`src/hdl/bmp565_pkg.sv`:
```
// Shared types, codes and helper functions for the bitmap byte to RGB565 converter.
`default_nettype none

package bmp565_pkg;

    // Default palette depth.
    localparam int PALETTE_ENTRIES_DEF = 256;

    // Command queue between the front and back parts.
    localparam int QUEUE_DEPTH = 4;
    localparam int QUEUE_AW    = 2;

    // Input opcodes.
    localparam logic [1:0] OP_PIXEL_BYTE = 2'd0;
    localparam logic [1:0] OP_PAL_WRITE  = 2'd1;
    localparam logic [1:0] OP_FILL       = 2'd2;

    // Source pixel modes; any other code is handled as 32-bit BGRA.
    localparam logic [1:0] MODE_PAL8  = 2'd0;
    localparam logic [1:0] MODE_BGR24 = 2'd1;

    // Configuration register indexes.
    localparam logic REG_PIXEL_MODE  = 1'b0;
    localparam logic REG_IMAGE_WIDTH = 1'b1;

    // Color emitted for a pixel that could not be read.
    localparam logic [15:0] FILL_565 = 16'h001F;

    // Command kinds carried through the queue.
    typedef logic [1:0] cmd_kind_t;
    localparam cmd_kind_t CMD_PAL_WRITE  = 2'd0;
    localparam cmd_kind_t CMD_PAL_LOOKUP = 2'd1;
    localparam cmd_kind_t CMD_DIRECT     = 2'd2;

    typedef struct packed {
        cmd_kind_t   kind;
        logic        last;
        logic [7:0]  addr;
        logic [23:0] data;
    } cmd_t;

    // Truncating conversion of 8-bit channels to RGB565.
    function automatic logic [15:0] to_565(input logic [7:0] r, input logic [7:0] g,
                                           input logic [7:0] b);
        to_565 = {r[7:3], g[7:2], b[7:3]};
    endfunction

    // Byte offset of a pixel count for the given mode (1, 3 or 4 bytes per pixel).
    function automatic logic [17:0] times_bpp(input logic [16:0] count, input logic [1:0] mode);
        logic [17:0] c;
        c = {1'b0, count};
        case (mode)
            MODE_PAL8:  times_bpp = c;
            MODE_BGR24: times_bpp = c + {c[16:0], 1'b0};
            default:    times_bpp = {c[15:0], 2'b00};
        endcase
    endfunction

endpackage

`default_nettype wire

```
`src/hdl/bmp565_queue.sv`:
```
// Short command queue that decouples the front part from the back part.
`default_nettype none

module bmp565_queue
    import bmp565_pkg::*;
(
    input  wire logic  clk,
    input  wire logic  rst_n,
    input  wire logic  push,
    input  wire cmd_t  push_cmd,
    output logic       full,
    input  wire logic  pop,
    output logic       head_valid,
    output cmd_t       head_cmd
);

    cmd_t                  entry_reg [QUEUE_DEPTH];
    logic [QUEUE_AW-1:0]   wr_ptr_reg, rd_ptr_reg;
    logic [QUEUE_AW:0]     count_reg, count_next;

    assign full       = (count_reg == (QUEUE_AW+1)'(QUEUE_DEPTH));
    assign head_valid = (count_reg != '0);
    assign head_cmd   = entry_reg[rd_ptr_reg];

    // Entry storage.
    always_ff @(posedge clk)
    begin
        if (push)
            entry_reg[wr_ptr_reg] <= push_cmd;
    end

    always_comb
    begin
        count_next = count_reg;
        if (push && !pop)
            count_next = count_reg + (QUEUE_AW+1)'(1);
        else if (pop && !push)
            count_next = count_reg - (QUEUE_AW+1)'(1);
    end

    // Pointers and fill level.
    always_ff @(posedge clk or negedge rst_n)
    begin
        if (!rst_n)
        begin
            wr_ptr_reg <= '0;
            rd_ptr_reg <= '0;
            count_reg  <= '0;
        end
        else
        begin
            if (push)
                wr_ptr_reg <= wr_ptr_reg + QUEUE_AW'(1);
            if (pop)
                rd_ptr_reg <= rd_ptr_reg + QUEUE_AW'(1);
            count_reg <= count_next;
        end
    end

endmodule

`default_nettype wire

```
`config.mk`:
```
export PLATFORM = sky130hd
export DESIGN_NAME = bmp565_queue
export DESIGN_NICKNAME = d
export VERILOG_FILES = /design/src/hdl/bmp565_pkg.sv /design/src/hdl/bmp565_queue.sv
export SDC_FILE = /design/constraint.sdc
export NUM_CORES = 1
export LEC_CHECK = 0
export ABC_AREA = 1
export BUFFER_PORTS_ARGS = -buffer_cell sky130_fd_sc_hd__buf_2
export CAP_MARGIN = 20
export CORE_ASPECT_RATIO = 0.9
export CORE_MARGIN = 4
export CORE_UTILIZATION = 45
export CTS_BUF_LIST = sky130_fd_sc_hd__clkbuf_8
export DETAILED_ROUTE_END_ITERATION = 7
export PLACE_DENSITY = 0.65
export SLEW_MARGIN = 25
export SYNTH_ARGS = -nofsm -noshare
export SYNTH_HDL_FRONTEND = slang
export SYNTH_SLANG_ARGS = --single-unit
```
`constraint.sdc`:
```
create_clock -name clk -period 2.4 [get_ports clk]
set_input_delay 0.24 -clock clk [delete_from_list [all_inputs] [get_ports clk]]
set_output_delay 0.24 -clock clk [all_outputs]
set_load 0.03 [all_outputs]
```
# Word level (Yosys, flattened, before mapping)
# Memories as Yosys holds them, arrays and structs flattened.
# Cells that the tools add are included.
[classes]
addsub = 4
n_eq_ne = 1
mux = 4
n_reduce_logical = 6
[ops]
columns = ["operator", "n"]
rows = [
  ["$mux 3", 2],
  ["$add 2x1->2 const B", 2],
  ["$add 3x1->3 const B", 1],
  ["$eq 3x3->1 const B", 1],
  ["$reduce_bool 3->1", 1],
  ["$sub 3x1->3 const B", 1],
  ["$logic_and 1x1->1", 2],
  ["$logic_not 1->1", 2],
  ["$mux 1", 2],
  ["$reduce_bool 2->1", 1],
]
[word_totals]
register_bits = 7
ramBits = 140
output_inout_bits = 37
wordCells = 19
n_memories = 1
[memory_table]
columns = ["name", "depth", "word_bits", "read_ports", "rd_clocked_by_memory_dff", "write_ports", "line", "rtl"]
rows = [
  ["entry_reg", 4, 35, 1, 0, 1, "bmp565_queue.sv:17", "cmd_t entry_reg [QUEUE_DEPTH];"],
]

# Longest topological paths before layout
[depth]
depth_word = 4
depth_mapped = 9
ltp_nobuf = 9

# Least setup slack after synthesis
# No wires, ideal clock.
[synth_timing]
kind = "reg-to-reg"
startpoint = "register wr_ptr_reg[0]"
endpoint = "memory entry_reg[2][0] in the netlist's numbering, enable pin"
setup_ns = 0.390
t_arrival_ns = 1.363
setup_slack_ns = 0.647
path_stages_with_launch = 5
n_path_buf = 0
period_less_slack_ns = 1.753
path_cell_list = "dfrtp_1 -> inv_1 -> ha_1 -> nand2_1 -> inv_1"
[synth_lines]
columns = ["element", "line", "rtl"]
rows = [
  ["start: declaration", "bmp565_queue.sv:18", "logic [QUEUE_AW-1:0] wr_ptr_reg, rd_ptr_reg;"],
  ["start signal: assignment", "bmp565_queue.sv:53", "wr_ptr_reg <= wr_ptr_reg + QUEUE_AW'(1);"],
  ["end: declaration", "bmp565_queue.sv:17", ""],
]
# Straight into the memory's write port.

==> flow_summary.json <==
{
  "setup_viol": 0,
  "unrepaired_setup_endpoints_after_global_routing": "no",
  "floorplan.die.width_microns": 130,
  "post-synth-top-count-cell": "edfxtp_1",
  "final_period_utilization_pct": 87.1,
  "pre_cts_ws_ps": 486,
  "synthesis.instances": 457,
  "synth_edf_count": 140,
  "global_route_total_overflow": 0,
  "yosysSeqAreaShare_pct": 73.0,
  "die_area_sq_um": 15200,
  "io_pins": 76,
  "number_of_distinct_library_cells_after_synthesis": 20,
  "detailed_place_hpwl_mm": 6.72,
  "post-synth-top-area-fraction_pct": 70.1,
  "synth_top_cell_by_area": "edfxtp_1",
  "synthesis.area_sq_um": 6000,
  "detail_route.vias_per_cell": 4.77,
  "synth_nets": 502,
  "largest_reg_flops": 140,
  "die_height_microns": 118,
  "cp_data_required_time_ps": 2160,
  "clock-root-buffer": "clkbuf_8",
  "path_class": "register to output port",
  "setup_slack_ps": 309,
  "antenna_found_initial": 0,
  "count_of_warnings_emitted_by_yosys": 0,
  "grt_max_degree": 56,
  "drtPass1Iterations": 4,
  "compound_gate_fraction_of_synth_area_pct": 9.01,
  "clock_path_buffers": 2,
  "timing_worst_slew_pin_value_ps": 577,
  "wl_per_cell_microns": 14.9,
  "drc_errors": 0,
  "via_count": 3547,
  "layout-area-overhead-vs-synth_pct": 19.4,
  "synth_area_per_cell_sq_um": 13.1,
  "timing.setup.tns_ps": 0,
  "cp_cell_sequence": "inv_2 -> buf_12 -> o211ai_1 -> nand2_1 -> buf_2",
  "tritoncts_clock_tree": "built",
  "all_layer_global_routing_usage_pct": 15.2,
  "p_leak_nw": 2.92,
  "synthFlopType": "edfxtp_1",
  "crit_fanout": 20,
  "initial_core_util_pct": 46.6,
  "insertion_delay_ps": 430,
  "final_net_count": 614,
  "fmaxAchievable_ghz": 0.478,
  "drc_violation_total_after_the_first_tritonroute_iteration": 187,
  "synth_top_family_by_area": "compound AO/OA/AOI/OAI gates",
  "slew_headroom_pct": 61.3,
  "netlist_top_cells_count": "edfxtp_1 (140), nand2_1 (119), inv_1 (81)",
  "global_route_wire_length_before_repair_mm": 17.6,
  "power.density_nw_per_um2": 1230,
  "largest_vdd_supply_drop_v": 0.000843,
  "final_util_pct": 55.6,
  "ys_async_sr_fraction_pct": 4.76,
  "post_synth_main_area_contributors": "edfxtp_1 (70%), o211ai_1 (8.5%), nand2_1 (7.4%), inv_1 (5.1%), dfrtp_1 (2.9%)",
  "timing.critical_path.slowest_cell_delay_ps": 400,
  "synth-simple-area-share_pct": 7.78,
  "worstPathArrival_ps": 1850,
  "core_region_area_sq_um": 12900,
  "first_global_vias": 3478,
  "timing.final.crit_period_ps": 2090,
  "final_hold_viol_count": 0,
  "antenna-diode-count": 0,
  "worst_path_dominant_cell_family": "buffers and inverters",
  "crit_path_end_kind": "output port",
  "clock_skew_ps": 10.0,
  "number_of_antenna_violating_nets_in_the_routed_design": 0,
  "post_synth_fa_ha_maj_area_fraction_pct": 1.38,
  "outcome": "completed",
  "number_of_buffers_created_by_cts": 17,
  "place_congestion": 0.724,
  "synth_mux_area_share_pct": 0,
  "critical_path_buffer_and_inverter_count": 3,
  "cts.sinks": 147,
  "clock_slew_seen_by_the_registers_of_the_worst_setup_and_hold_paths_ps": 80,
  "xor_and_xnor_area_share_after_synthesis_pct": 0.584,
  "worst_hold_path_class": "input pin to register",
  "wl_mm": 11.1,
  "cap_viol_max_count": 0,
  "io_buffers": 75,
  "cp_slowest_cell": "dfrtp_1",
  "timing_max_transition_violations_final": 0,
  "critical_path.startpoint_type": "register",
  "cts.htree.levels": 4,
  "floorplan.rows": 39,
  "final_layout_size_suffix_gt1_share_pct": 20.5,
  "postSynthRegisterBits": 147
}
repair_timing:
item / in CTS / in global routing
setup endpoints to repair: 0 / 12
hold endpoints to repair: 102 / 1
resized for setup: 0 / 0
hold buffers: 28 / 1
buffers inserted: 0 / 1
worst register-to-register path, stage by stage (launching register included):
cell and delay, ps:
dfrtp_1 420, inv_1 90, ha_1 200, nand2_1 70, clkinv_1 460, buf_12 370
layout make-up:
type	instances	area, sq um
repair buffers	117	813
clock inverters	13	96.3
multi-input cells	204	1120
flip-flops and latches	147	4380
clock buffers	17	234
well taps	164	205
fillers	1068	5720
inverters	82	308
metrics by stage:
step           instance area (sq um)  hold WS (ps)  total power, W  instances
2_1_floorplan                   6000         -55.6         0.00628        457
3_3_place_gp                    6520          80.0         0.00715        684
3_5_place_dp                    6520          82.7         0.00723        684
4_1_cts                         7130         0.463         0.00889        742
5_1_grt                         7160         0.787         0.00940        744
6_report                        7160          32.2         0.00883        744
cells by family after synthesis:
| family | Yosys count |
|---|---|
| compound gates | 71 |
| simple gates | 123 |
| fa+ha+maj | 6 |
| flops | 147 |
| buf+inv | 106 |
| xor+xnor | 4 |
power by group:
part,leakage [nW],switching (W),total (W),internal (W)
Combinational,1.39,0.00252,0.00360,0.00109
Sequential,1.37,0.000226,0.00359,0.00337
Clock,0.161,0.000853,0.00164,0.000783
Total,2.92,0.00360,0.00883,0.00524
routing by layer:
metal / GRT usage, % / share of wire [%]
met2: 23.5 / 47
met4: 4.09 / 0.77
met3: 5.49 / 6.8
met1: 20.3 / 46
met5: 0 / 0
layout by cell type, fill, tap and decap left out, drive strengths merged:
cell	n
buf	88
bufinv	1
clkbuf	17
clkinv	12
clkinvlp	4
dfrtp	7
dlygate4sd3	29
edfxtp	140
fa	1
ha	5
inv	78
nand2	119
nand3	1
nand4	1
nor2	1
nor3	1
o211ai	70
o21ai	1
xnor2	1
xor2	3
worst paths after layout:
path | slack, ps | endpoint | depth (start not counted) | start
hold / removal | 30 | entry_reg[0][0]$_DFFE_PP_ | 1 | push_cmd[0]
setup / recovery | 310 | head_cmd[30] | 5 | rd_ptr_reg[1]$_DFFE_PN0P_
max in group asynchronous | 2060 | rd_ptr_reg[0]$_DFFE_PN0P_ | 2 | rst_n
min in group asynchronous | 160 | count_reg[2]$_DFFE_PN0P_ | 2 | rst_n
hold reg to reg | 490 | count_reg[2]$_DFFE_PN0P_ | 2 | count_reg[2]$_DFFE_PN0P_
setup reg to reg | 520 | entry_reg[2][19]$_DFFE_PP_ | 5 | wr_ptr_reg[0]$_DFFE_PN0P_
Power figures use the tool's default switching activity.
