<file path="src/hdl/bmp565_pkg.sv">
// Shared types, codes and helper functions for the bitmap byte to RGB565 converter.
`default_nettype none

package bmp565_pkg;

    // Default palette depth.
    localparam int PALETTE_ENTRIES_DEF = 256;

    // Command queue between the front and back parts.
    localparam int QUEUE_DEPTH = 4;
    localparam int QUEUE_AW    = 2;

    // Input opcodes.
    localparam logic [1:0] OP_PIXEL_BYTE = 2'd0;
    localparam logic [1:0] OP_PAL_WRITE  = 2'd1;
    localparam logic [1:0] OP_FILL       = 2'd2;

    // Source pixel modes; any other code is handled as 32-bit BGRA.
    localparam logic [1:0] MODE_PAL8  = 2'd0;
    localparam logic [1:0] MODE_BGR24 = 2'd1;

    // Configuration register indexes.
    localparam logic REG_PIXEL_MODE  = 1'b0;
    localparam logic REG_IMAGE_WIDTH = 1'b1;

    // Color emitted for a pixel that could not be read.
    localparam logic [15:0] FILL_565 = 16'h001F;

    // Command kinds carried through the queue.
    typedef logic [1:0] cmd_kind_t;
    localparam cmd_kind_t CMD_PAL_WRITE  = 2'd0;
    localparam cmd_kind_t CMD_PAL_LOOKUP = 2'd1;
    localparam cmd_kind_t CMD_DIRECT     = 2'd2;

    typedef struct packed {
        cmd_kind_t   kind;
        logic        last;
        logic [7:0]  addr;
        logic [23:0] data;
    } cmd_t;

    // Truncating conversion of 8-bit channels to RGB565.
    function automatic logic [15:0] to_565(input logic [7:0] r, input logic [7:0] g,
                                           input logic [7:0] b);
        to_565 = {r[7:3], g[7:2], b[7:3]};
    endfunction

    // Byte offset of a pixel count for the given mode (1, 3 or 4 bytes per pixel).
    function automatic logic [17:0] times_bpp(input logic [16:0] count, input logic [1:0] mode);
        logic [17:0] c;
        c = {1'b0, count};
        case (mode)
            MODE_PAL8:  times_bpp = c;
            MODE_BGR24: times_bpp = c + {c[16:0], 1'b0};
            default:    times_bpp = {c[15:0], 2'b00};
        endcase
    endfunction

endpackage

`default_nettype wire

</file>
<file path="src/hdl/bmp565_if.sv">
// Handshake interfaces for the pixel input, pixel output and configuration channels.
`default_nettype none

interface bmp565_pix_in_if;
    logic        valid;
    logic        ready;
    logic [1:0]  opcode;
    logic [7:0]  data_byte;
    logic [7:0]  palette_slot;
    logic [23:0] palette_rgb;

    modport source (output valid, output opcode, output data_byte, output palette_slot,
                    output palette_rgb, input ready);
    modport sink   (input valid, input opcode, input data_byte, input palette_slot,
                    input palette_rgb, output ready);
endinterface


interface bmp565_cfg_if;
    logic        valid;
    logic        ready;
    logic        index;
    logic [15:0] data;

    modport source (output valid, output index, output data, input ready);
    modport sink   (input valid, input index, input data, output ready);
endinterface

`default_nettype wire

</file>
<file path="src/hdl/bmp565_front.sv">
// Front part: configuration registers, row tracking and request classification.
`default_nettype none

module bmp565_front
    import bmp565_pkg::*;
#(
    parameter int PALETTE_ENTRIES = PALETTE_ENTRIES_DEF
) (
    input  wire logic         clk,
    input  wire logic         rst_n,
    bmp565_pix_in_if.sink     pixel_in,
    bmp565_cfg_if.sink        cfg,
    input  wire logic         q_full,
    output logic              push,
    output cmd_t              cmd
);

    localparam logic [8:0] PAL_LIMIT = 9'(PALETTE_ENTRIES);

    logic [1:0]  pixel_mode_reg;
    logic [15:0] image_width_reg;
    logic [17:0] byte_pos_reg, byte_pos_next;
    logic [15:0] column_reg, column_next;
    logic [7:0]  held_blue_reg, held_blue_next;
    logic [7:0]  held_green_reg, held_green_next;

    logic        accept;
    logic [17:0] width18;
    logic [17:0] row_len;
    logic [2:0]  bpp;
    logic [17:0] base;
    logic [17:0] offset;
    logic        in_pixel;
    logic [1:0]  sub;
    logic        last_px;
    logic [15:0] col_fill;
    logic        fill_last;
    logic [16:0] col_fill_inc;
    logic        fill_wraps;
    logic [17:0] bp_inc;
    logic        row_end;

    // Configuration writes are always taken.
    assign cfg.ready = 1'b1;

    always_ff @(posedge clk or negedge rst_n)
    begin
        if (!rst_n)
        begin
            pixel_mode_reg  <= MODE_BGR24;
            image_width_reg <= 16'd1;
        end
        else if (cfg.valid)
        begin
            case (cfg.index)
                REG_PIXEL_MODE:  pixel_mode_reg  <= cfg.data[1:0];
                REG_IMAGE_WIDTH: image_width_reg <= cfg.data;
                default:         ;
            endcase
        end
    end

    // Input side stalls only when the command queue is full.
    assign pixel_in.ready = !q_full;
    assign accept = pixel_in.valid && !q_full;

    // Row length in bytes, rounded up to a 4-byte boundary.
    assign width18 = {2'b00, image_width_reg};
    always_comb
    begin
        case (pixel_mode_reg)
            MODE_PAL8:
            begin
                row_len = (width18 + 18'd3) & ~18'd3;
                bpp     = 3'd1;
            end
            MODE_BGR24:
            begin
                row_len = (width18 + {width18[16:0], 1'b0} + 18'd3) & ~18'd3;
                bpp     = 3'd3;
            end
            default:
            begin
                row_len = {image_width_reg, 2'b00};
                bpp     = 3'd4;
            end
        endcase
    end

    // Position of the current byte relative to the pixel being built.
    assign base     = times_bpp({1'b0, column_reg}, pixel_mode_reg);
    assign offset   = byte_pos_reg - base;
    assign in_pixel = (byte_pos_reg >= base) && (offset < {15'd0, bpp});
    assign sub      = offset[1:0];
    assign last_px  = (column_reg == image_width_reg - 16'd1);

    // A fill that lands in padding starts the next row first.
    assign col_fill     = (column_reg >= image_width_reg) ? 16'd0 : column_reg;
    assign fill_last    = (col_fill == image_width_reg - 16'd1);
    assign col_fill_inc = {1'b0, col_fill} + 17'd1;
    assign fill_wraps   = (col_fill_inc >= {1'b0, image_width_reg});

    assign bp_inc  = byte_pos_reg + 18'd1;
    assign row_end = (bp_inc >= row_len) || (bp_inc == 18'd0);

    // Classify the request and advance the row state.
    always_comb
    begin
        byte_pos_next   = byte_pos_reg;
        column_next     = column_reg;
        held_blue_next  = held_blue_reg;
        held_green_next = held_green_reg;
        push            = 1'b0;
        cmd             = '0;
        if (accept)
        begin
            case (pixel_in.opcode)
                OP_PAL_WRITE:
                begin
                    if ({1'b0, pixel_in.palette_slot} < PAL_LIMIT)
                    begin
                        push      = 1'b1;
                        cmd.kind  = CMD_PAL_WRITE;
                        cmd.addr  = pixel_in.palette_slot;
                        cmd.data  = pixel_in.palette_rgb;
                    end
                end
                OP_PIXEL_BYTE:
                begin
                    if (image_width_reg != 16'd0)
                    begin
                        if ((column_reg < image_width_reg) && in_pixel)
                        begin
                            if (pixel_mode_reg == MODE_PAL8)
                            begin
                                push     = 1'b1;
                                cmd.last = last_px;
                                cmd.addr = pixel_in.data_byte;
                                if ({1'b0, pixel_in.data_byte} < PAL_LIMIT)
                                    cmd.kind = CMD_PAL_LOOKUP;
                                else
                                    cmd.kind = CMD_DIRECT;
                            end
                            else
                            begin
                                case (sub)
                                    2'd0: held_blue_next  = pixel_in.data_byte;
                                    2'd1: held_green_next = pixel_in.data_byte;
                                    2'd2:
                                    begin
                                        push      = 1'b1;
                                        cmd.kind  = CMD_DIRECT;
                                        cmd.last  = last_px;
                                        cmd.data  = {8'd0, to_565(pixel_in.data_byte,
                                                                  held_green_reg,
                                                                  held_blue_reg)};
                                    end
                                    default: ;
                                endcase
                            end
                            if (sub == 2'(bpp - 3'd1))
                                column_next = column_reg + 16'd1;
                        end
                        byte_pos_next = bp_inc;
                        if (row_end)
                        begin
                            byte_pos_next = 18'd0;
                            column_next   = 16'd0;
                        end
                    end
                end
                OP_FILL:
                begin
                    if (image_width_reg != 16'd0)
                    begin
                        push     = 1'b1;
                        cmd.kind = CMD_DIRECT;
                        cmd.last = fill_last;
                        cmd.data = {8'd0, FILL_565};
                        if (fill_wraps)
                        begin
                            byte_pos_next = 18'd0;
                            column_next   = 16'd0;
                        end
                        else
                        begin
                            column_next   = col_fill_inc[15:0];
                            byte_pos_next = times_bpp(col_fill_inc, pixel_mode_reg);
                        end
                    end
                end
                default: ;
            endcase
        end
    end

    always_ff @(posedge clk or negedge rst_n)
    begin
        if (!rst_n)
        begin
            byte_pos_reg   <= 18'd0;
            column_reg     <= 16'd0;
            held_blue_reg  <= 8'd0;
            held_green_reg <= 8'd0;
        end
        else
        begin
            byte_pos_reg   <= byte_pos_next;
            column_reg     <= column_next;
            held_blue_reg  <= held_blue_next;
            held_green_reg <= held_green_next;
        end
    end

endmodule

`default_nettype wire

</file>
<file path="src/flat_wrapper.sv">
// flat-port wrapper written by rule: the top's interface ports become plain ports
module bmp565_front_flat import bmp565_pkg::*;
#(
    parameter int PALETTE_ENTRIES = PALETTE_ENTRIES_DEF
)
  (clk, rst_n, q_full, push, cmd, pixel_in_valid, pixel_in_opcode, pixel_in_data_byte, pixel_in_palette_slot, pixel_in_palette_rgb, pixel_in_ready, cfg_valid, cfg_index, cfg_data, cfg_ready);
  bmp565_pix_in_if pixel_in_i ();
  bmp565_cfg_if cfg_i ();
  input  wire logic clk;
  input  wire logic rst_n;
  input  wire logic q_full;
  output logic push;
  output cmd_t cmd;
  input wire logic [$bits(pixel_in_i.valid)-1:0] pixel_in_valid;
  input wire logic [$bits(pixel_in_i.opcode)-1:0] pixel_in_opcode;
  input wire logic [$bits(pixel_in_i.data_byte)-1:0] pixel_in_data_byte;
  input wire logic [$bits(pixel_in_i.palette_slot)-1:0] pixel_in_palette_slot;
  input wire logic [$bits(pixel_in_i.palette_rgb)-1:0] pixel_in_palette_rgb;
  output wire logic [$bits(pixel_in_i.ready)-1:0] pixel_in_ready;
  input wire logic [$bits(cfg_i.valid)-1:0] cfg_valid;
  input wire logic [$bits(cfg_i.index)-1:0] cfg_index;
  input wire logic [$bits(cfg_i.data)-1:0] cfg_data;
  output wire logic [$bits(cfg_i.ready)-1:0] cfg_ready;
  assign pixel_in_i.valid = pixel_in_valid;
  assign pixel_in_i.opcode = pixel_in_opcode;
  assign pixel_in_i.data_byte = pixel_in_data_byte;
  assign pixel_in_i.palette_slot = pixel_in_palette_slot;
  assign pixel_in_i.palette_rgb = pixel_in_palette_rgb;
  assign pixel_in_ready = pixel_in_i.ready;
  assign cfg_i.valid = cfg_valid;
  assign cfg_i.index = cfg_index;
  assign cfg_i.data = cfg_data;
  assign cfg_ready = cfg_i.ready;
  bmp565_front #(.PALETTE_ENTRIES(PALETTE_ENTRIES)) u_core (.clk(clk), .rst_n(rst_n), .pixel_in(pixel_in_i), .cfg(cfg_i), .q_full(q_full), .push(push), .cmd(cmd));
endmodule
</file>
<file path="config.mk">
export PLATFORM = sky130hd
export DESIGN_NAME = bmp565_front_flat
export DESIGN_NICKNAME = d
export VERILOG_FILES = /design/src/hdl/bmp565_pkg.sv /design/src/hdl/bmp565_if.sv /design/src/hdl/bmp565_front.sv /design/src/flat_wrapper.sv
export SDC_FILE = /design/constraint.sdc
export NUM_CORES = 1
export LEC_CHECK = 0
export ABC_AREA = 1
export BUFFER_PORTS_ARGS = -buffer_cell sky130_fd_sc_hd__buf_4
export CORE_MARGIN = 1
export CORE_UTILIZATION = 34
export CTS_CLUSTER_SIZE = 40
export DETAILED_ROUTE_END_ITERATION = 7
export SLEW_MARGIN = 30
export SYNTH_ARGS = -nofsm -noshare
export SYNTH_HDL_FRONTEND = slang
export SYNTH_SLANG_ARGS = --single-unit
</file>
<file path="constraint.sdc">
create_clock -name clk -period 5.9 [get_ports clk]
set_clock_uncertainty 0.1 [all_clocks]
set_input_delay 1.18 -clock clk [delete_from_list [all_inputs] [get_ports clk]]
set_output_delay 1.18 -clock clk [all_outputs]
set_load 0.1 [all_outputs]
</file>
======== Word level (Yosys, flattened, before mapping) ========
Cells that the tools add are included.
operators by class
  bitwise operators ....................... 2
  mux-type cells .......................... 38
  add/subtract/negate cells ............... 11
  reductions and logical operators ........ 17
  equality and inequality tests ........... 12
  magnitude comparators ................... 6
operator list
  kind                                           number
  one-hot mux 18 bit (2 select lines)            4
  2-to-1 mux 16 bit                              8
  2-to-1 mux 35 bit                              3
  2-to-1 mux 18 bit                              4
  one-hot mux 24 bit (3 select lines)            1
  adder 16 x 17 -> 18 bit                        2
  greater-or-equal comparator 18 bit             2
  == test 16 bit                                 2
  one-hot mux 16 bit (2 select lines)            1
  2-to-1 mux 24 bit                              1
  adder 17 x 18 -> 18 bit                        1
  adder 18 x 1 -> 18 bit, second input constant  1
  adder 18 x 2 -> 18 bit, second input constant  1
  zero test 18 bit                               1
  < comparator 18 x 3 -> 1 bit                   1
  AND reduction 6 bit                            3
  subtractor 18 bit                              1
  adder 16 x 1 -> 17 bit, second input constant  1
  adder 16 x 2 -> 17 bit, second input constant  1
  greater-or-equal comparator 17 x 16 -> 1 bit   1
  adder 16 x 1 -> 16 bit, second input constant  1
  greater-or-equal comparator 16 bit             1
  < comparator 16 bit                            1
  one-hot mux 8 bit (2 select lines)             1
  24 further kinds                               42
word-level totals
  word-level logic and storage cells ...... 92
  bits of input ports ..................... 64
  output and inout port bits .............. 38
  bits in registers ....................... 68

======== Longest topological paths before layout ========
  depth after elaboration ................. 10
  depth in mapped cells ................... 38
  mapped depth without buffers ............ 37

======== Worst setup path after synthesis ========
Ideal clock, no wire load.
  kind .................................... reg2out
  start ................................... register u_core.column_reg[0]
  end ..................................... output port cmd[33] in the netlist's numbering
  buffers on the path ..................... 0
  arrival time ............................ 5,729 ps
  path slack .............................. -1,109 ps
  data required time ...................... 4,620 ps
  cell stages (with the launch flop) ...... 25
  cell sequence ........................... dfrtp_1 > ha_1 > inv_1 > fa_1 > inv_1 > a31oi_1 > o21ai_0 > nand2_1 > a21oi_1 > a31oi_1 > o21ai_0 > xor2_1 > o21ai_0 > ha_1 > nand2_1 > nor4_2 > nand2_1 > nand2_1 > nand2_1 > nand2_1 > and3b_1 > nand4_1 > nor2_1 > nand2_1 > nor3_1
RTL lines
  item                    line                 RTL
  start, declared         bmp565_front.sv:23   logic [15:0] column_reg, column_next;
  start signal, assigned  bmp565_front.sv:209  column_reg <= column_next;
  end, declared           flat_wrapper.sv:13   output cmd_t cmd;

==> results.tsv <==
stage	metric	value	unit
logic_synthesis	mappedNetlistNets	2103	
logic_synthesis	postSynthAreaPerCell	6.110	sq um
clock_network	tritoncts	done	
logic_synthesis	ys_seq_area_share	13.72	%
outcome	status	finished with violations	
sta	rsz0062_at_grt	true	
global_routing	antenna_found_initial	1	
sta	hold_viol	0	
placement	dpl.hpwl	35.83	mm
clock_network	clk_latency	0.36	ns
drt	via_count	13250	
logic_synthesis	synth_top_area_share	16.64	%
pwr	power.density	259.6	nW/um^2
logic_synthesis	yosysWarnings	0	
floorplan	rows	67	
placement	pre_cts_ws	-0.1435	ns
setup_path	cp_max_fo	6	
setup_path	critical_path.cell_chain	ha_1 > a21oi_1 > o21a_1 > o21ai_2 > buf_4 > xnor2_1 > nand2_1 > o221ai_1 > ha_1 > a21oi_1 > nand2_1 > inv_2 > nand3_1 > nand2_1 > nand3_1 > nor3_2 > nand3_2 > nor2_4 > buf_12 > and2_4 > nand3b_1 > a21oi_4 > buf_12	
global_routing	grt_usage	26.15	%
setup_path	critPathArrivalTime	4.65	ns
setup_path	crit_top_cell	nand2_1	
global_routing	overflow	0	
logic_synthesis	yosys-top-cells-area	ha_1, nand2_1, dfrtp_1	
sta	setup_violations	3	
placement	gp_congestion	1.004	
floorplan	start_util	34.40	%
logic_synthesis	ys_ff_latch	63	
logic_synthesis	syn_inst	1883	
clock_network	htree_levels	3	
clock_network	cts_root_buf	clkbuf_16	
outcome	violations	negative setup slack	
drt	ant_nets	0	
setup_path	worstPathRequired	4.62	ns
drt	dr.pass1.iters	5	
sta	slew_violations	0	
global_routing	grt_pass1_vias	12380	
floorplan	fp.dieW	186.0	microns
cells_and_area	largest_reg_flops	18	
cells_and_area	drive_above_1_share	18.19	%
clock_network	cts_buffers	9	
logic_synthesis	yosys.area.top_type	ha_1	
sta	setup_slack	-0.03282	ns
placement	port_buffers	100	
clock_network	cts_hold_buf	0	
logic_synthesis	ys.flop_type	dfrtp_1	
global_routing	grt_pass1_wl	68.94	mm
clock_network	cts.reportedPaths.clkPinSlew	0.07	ns
logic_synthesis	syn_area	11510	sq um
setup_path	slowest_stage	dfrtp_1	
drt	wirelength	45.13	mm
floorplan	die_h	186.0	microns
global_routing	grt_start_max_net_pins	64	
drt	wl_per_cell	18.09	microns
sta	tightest_slew	0.7432	ns
cells_and_area	areaGrowthSynthToFinish	28.51	%
clock_network	cts.sink_count	63	
cells_and_area	nFillCells	3498	
pwr	ir_drop	132.8	uV
flow_run	drv_cap	0	
min_path	hp-class	reg2reg	
setup_path	cp-end-kind	primary output	
floorplan	core_area	33450	sq um
drt	drtIter0Drc	1016	
floorplan	dieArea	34580	sq um
drt	route.detailed.drc	0	
logic_synthesis	synth_cell_types	60	
clock_network	clockBufferDepth	2	
cells_and_area	final_nets	2260	
sta	finalCritPeriodShare	100.6	%
floorplan	ios	102	
logic_synthesis	async_reset_ff_share	100.0	%
pwr	leakage	0.007319	uW
setup_path	start_kind	register	
sta	relSlewSlack	50.40	%
sta	holdWs	0.4251	ns
sta	maxClockFrequency	0.1686	GHz
setup_path	path_class	reg2out	
setup_path	critPathMaxStageDelay	0.47	ns
sta	min_period	5.933	ns
logic_synthesis	synth_edf_count	0	
drt	vias_per_cell	5.312	
==> synth_stat cells (all sizes together), types with 2 or more instances <==
cell type / count
a31oi: 7
o21bai: 7
and2: 3
dfstp: 2
a211oi: 2
dfrtp: 61
o21a: 7
fa: 3
o21ai: 93
nand2: 497
nand3b: 9
buf: 23
nor4: 3
o31ai: 2
inv: 267
nor2: 200
xor2: 56
clkinv: 2
nand3: 119
o22ai: 24
o221ai: 18
a21boi: 5
nor3: 33
a21o: 7
ha: 153
clkbuf: 25
xnor2: 15
a21oi: 170
a22oi: 9
o211ai: 8
nand4: 43
or2: 4
==> per-stage QoR <==
step | instance area [sq um] | setup TNS, ns | utilization [%] | instances | total power, uW
detailed placement | 13400 | -2.555 | 40.07 | 2455 | 2926
global route | 14780 | -5.832 | 44.20 | 2493 | 4161
global placement | 13400 | -1.142 | 40.05 | 2455 | 2899
floorplan | 11790 | 0 | - | 1883 | 2202
CTS | 14450 | -1.865 | 43.19 | 2484 | 3696
finish | 14790 | -0.06099 | 44.21 | 2494 | 3838
==> cell families (layout without fill, tap and decap cells) <==
kind of cell               Yosys count  after routing  share of synthesized area, %
DFF                                 63             63                         13.72
adders and majority gates          156            156                         17.16
xor gates and xnor gates            71             71                         5.405
and+or+nand+nor                    914            917                         34.60
buffers and inverters              317            476                         11.17
other                                1              2                       0.03259
AOI/OAI and AO/OA                  361            361                         17.91
==> metal layers <==
metal  global-route usage (%)  up-vias  share of wire, %
li1                         -     6557                 -
met1                    34.66     6138                45
met2                    43.24      474                46
met3                    4.481       78               6.8
met4                    7.344        0               2.7
met5                        0        -                 0
==> final timing paths <==
check | from | end | slack [ns] | cells after the start
worst max-delay path | u_core.column_reg[7] | cmd[25] | -0.03 | 23
max in group asynchronous | rst_n | u_core.column_reg[3] | 4.49 | 1
min in group asynchronous | rst_n | u_core.held_green_reg[2] | 0.71 | 1
worst max register to register | u_core.image_width_reg[13] | u_core.byte_pos_reg[16] | 0.42 | 33
worst min register to register | u_core.pixel_mode_reg[0] | u_core.pixel_mode_reg[0] | 0.43 | 2
worst min-delay path | u_core.pixel_mode_reg[0] | u_core.pixel_mode_reg[0] | 0.43 | 2
==> power breakdown <==
part / internal, uW / total, uW / switching, uW
clock network: 420 / 682 / 261
logic: 926 / 2540 / 1610
registers: 494 / 616 / 123
==> what timing repair did <==
item                       in CTS  in global routing
pin swaps                      33                 34
resized for setup             142                 64
setup buffers                  10                  9
setup endpoints to repair      28                 50
cloned                          3                  0
==> cell usage in the layout, fill, tap and decap left out, drive strengths merged, types with 2 or more instances in the layout <==
cell type and n:
dfrtp 61, clkbuf 9, xor2 56, a21oi 170, nand3b 9, a21boi 5, a31oi 7, o31ai 2
or2 4, o21bai 7, o211ai 8, inv 271, nand4 43, ha 153, o221ai 18, xnor2 15
a22oi 9, a211oi 2, bufinv 3, nor3 33, a21o 7, o21ai 93, nor2 200, nand3 119
clkinv 2, buf 191, nand2 497, nor4 3, o21a 7, o22ai 24, dfstp 2, and2 6
fa 3
==> area by class of cell <==
type | count | area (sq um) | share of cell area [%]
inverters | 269 | 1010 | 6.829
repair buffers | 191 | 1832 | 12.39
clock inverters | 7 | 125.1 | 0.8462
flip-flops and latches | 63 | 1580 | 10.69
diodes | 1 | 2.502 | 0.01692
multi-input cells | 1506 | 9452 | 63.92
clock buffers | 9 | 225.2 | 1.523
well taps | 448 | 560.5 | 3.791
==> worst max-delay path, delay by kind of cell, from the launching register on <==
family | cells | cell delay, ns
AO/OA/AOI/OAI | 6 | 0.97
XOR/XNOR | 1 | 0.11
adder cells (fa/ha/maj) | 2 | 0.84
buffers and inverters | 4 | 0.55
flip-flops | 1 | 0.47
AND/OR/NAND/NOR | 10 | 1.32
No activity file was read; power rests on OpenSTA's default activity.
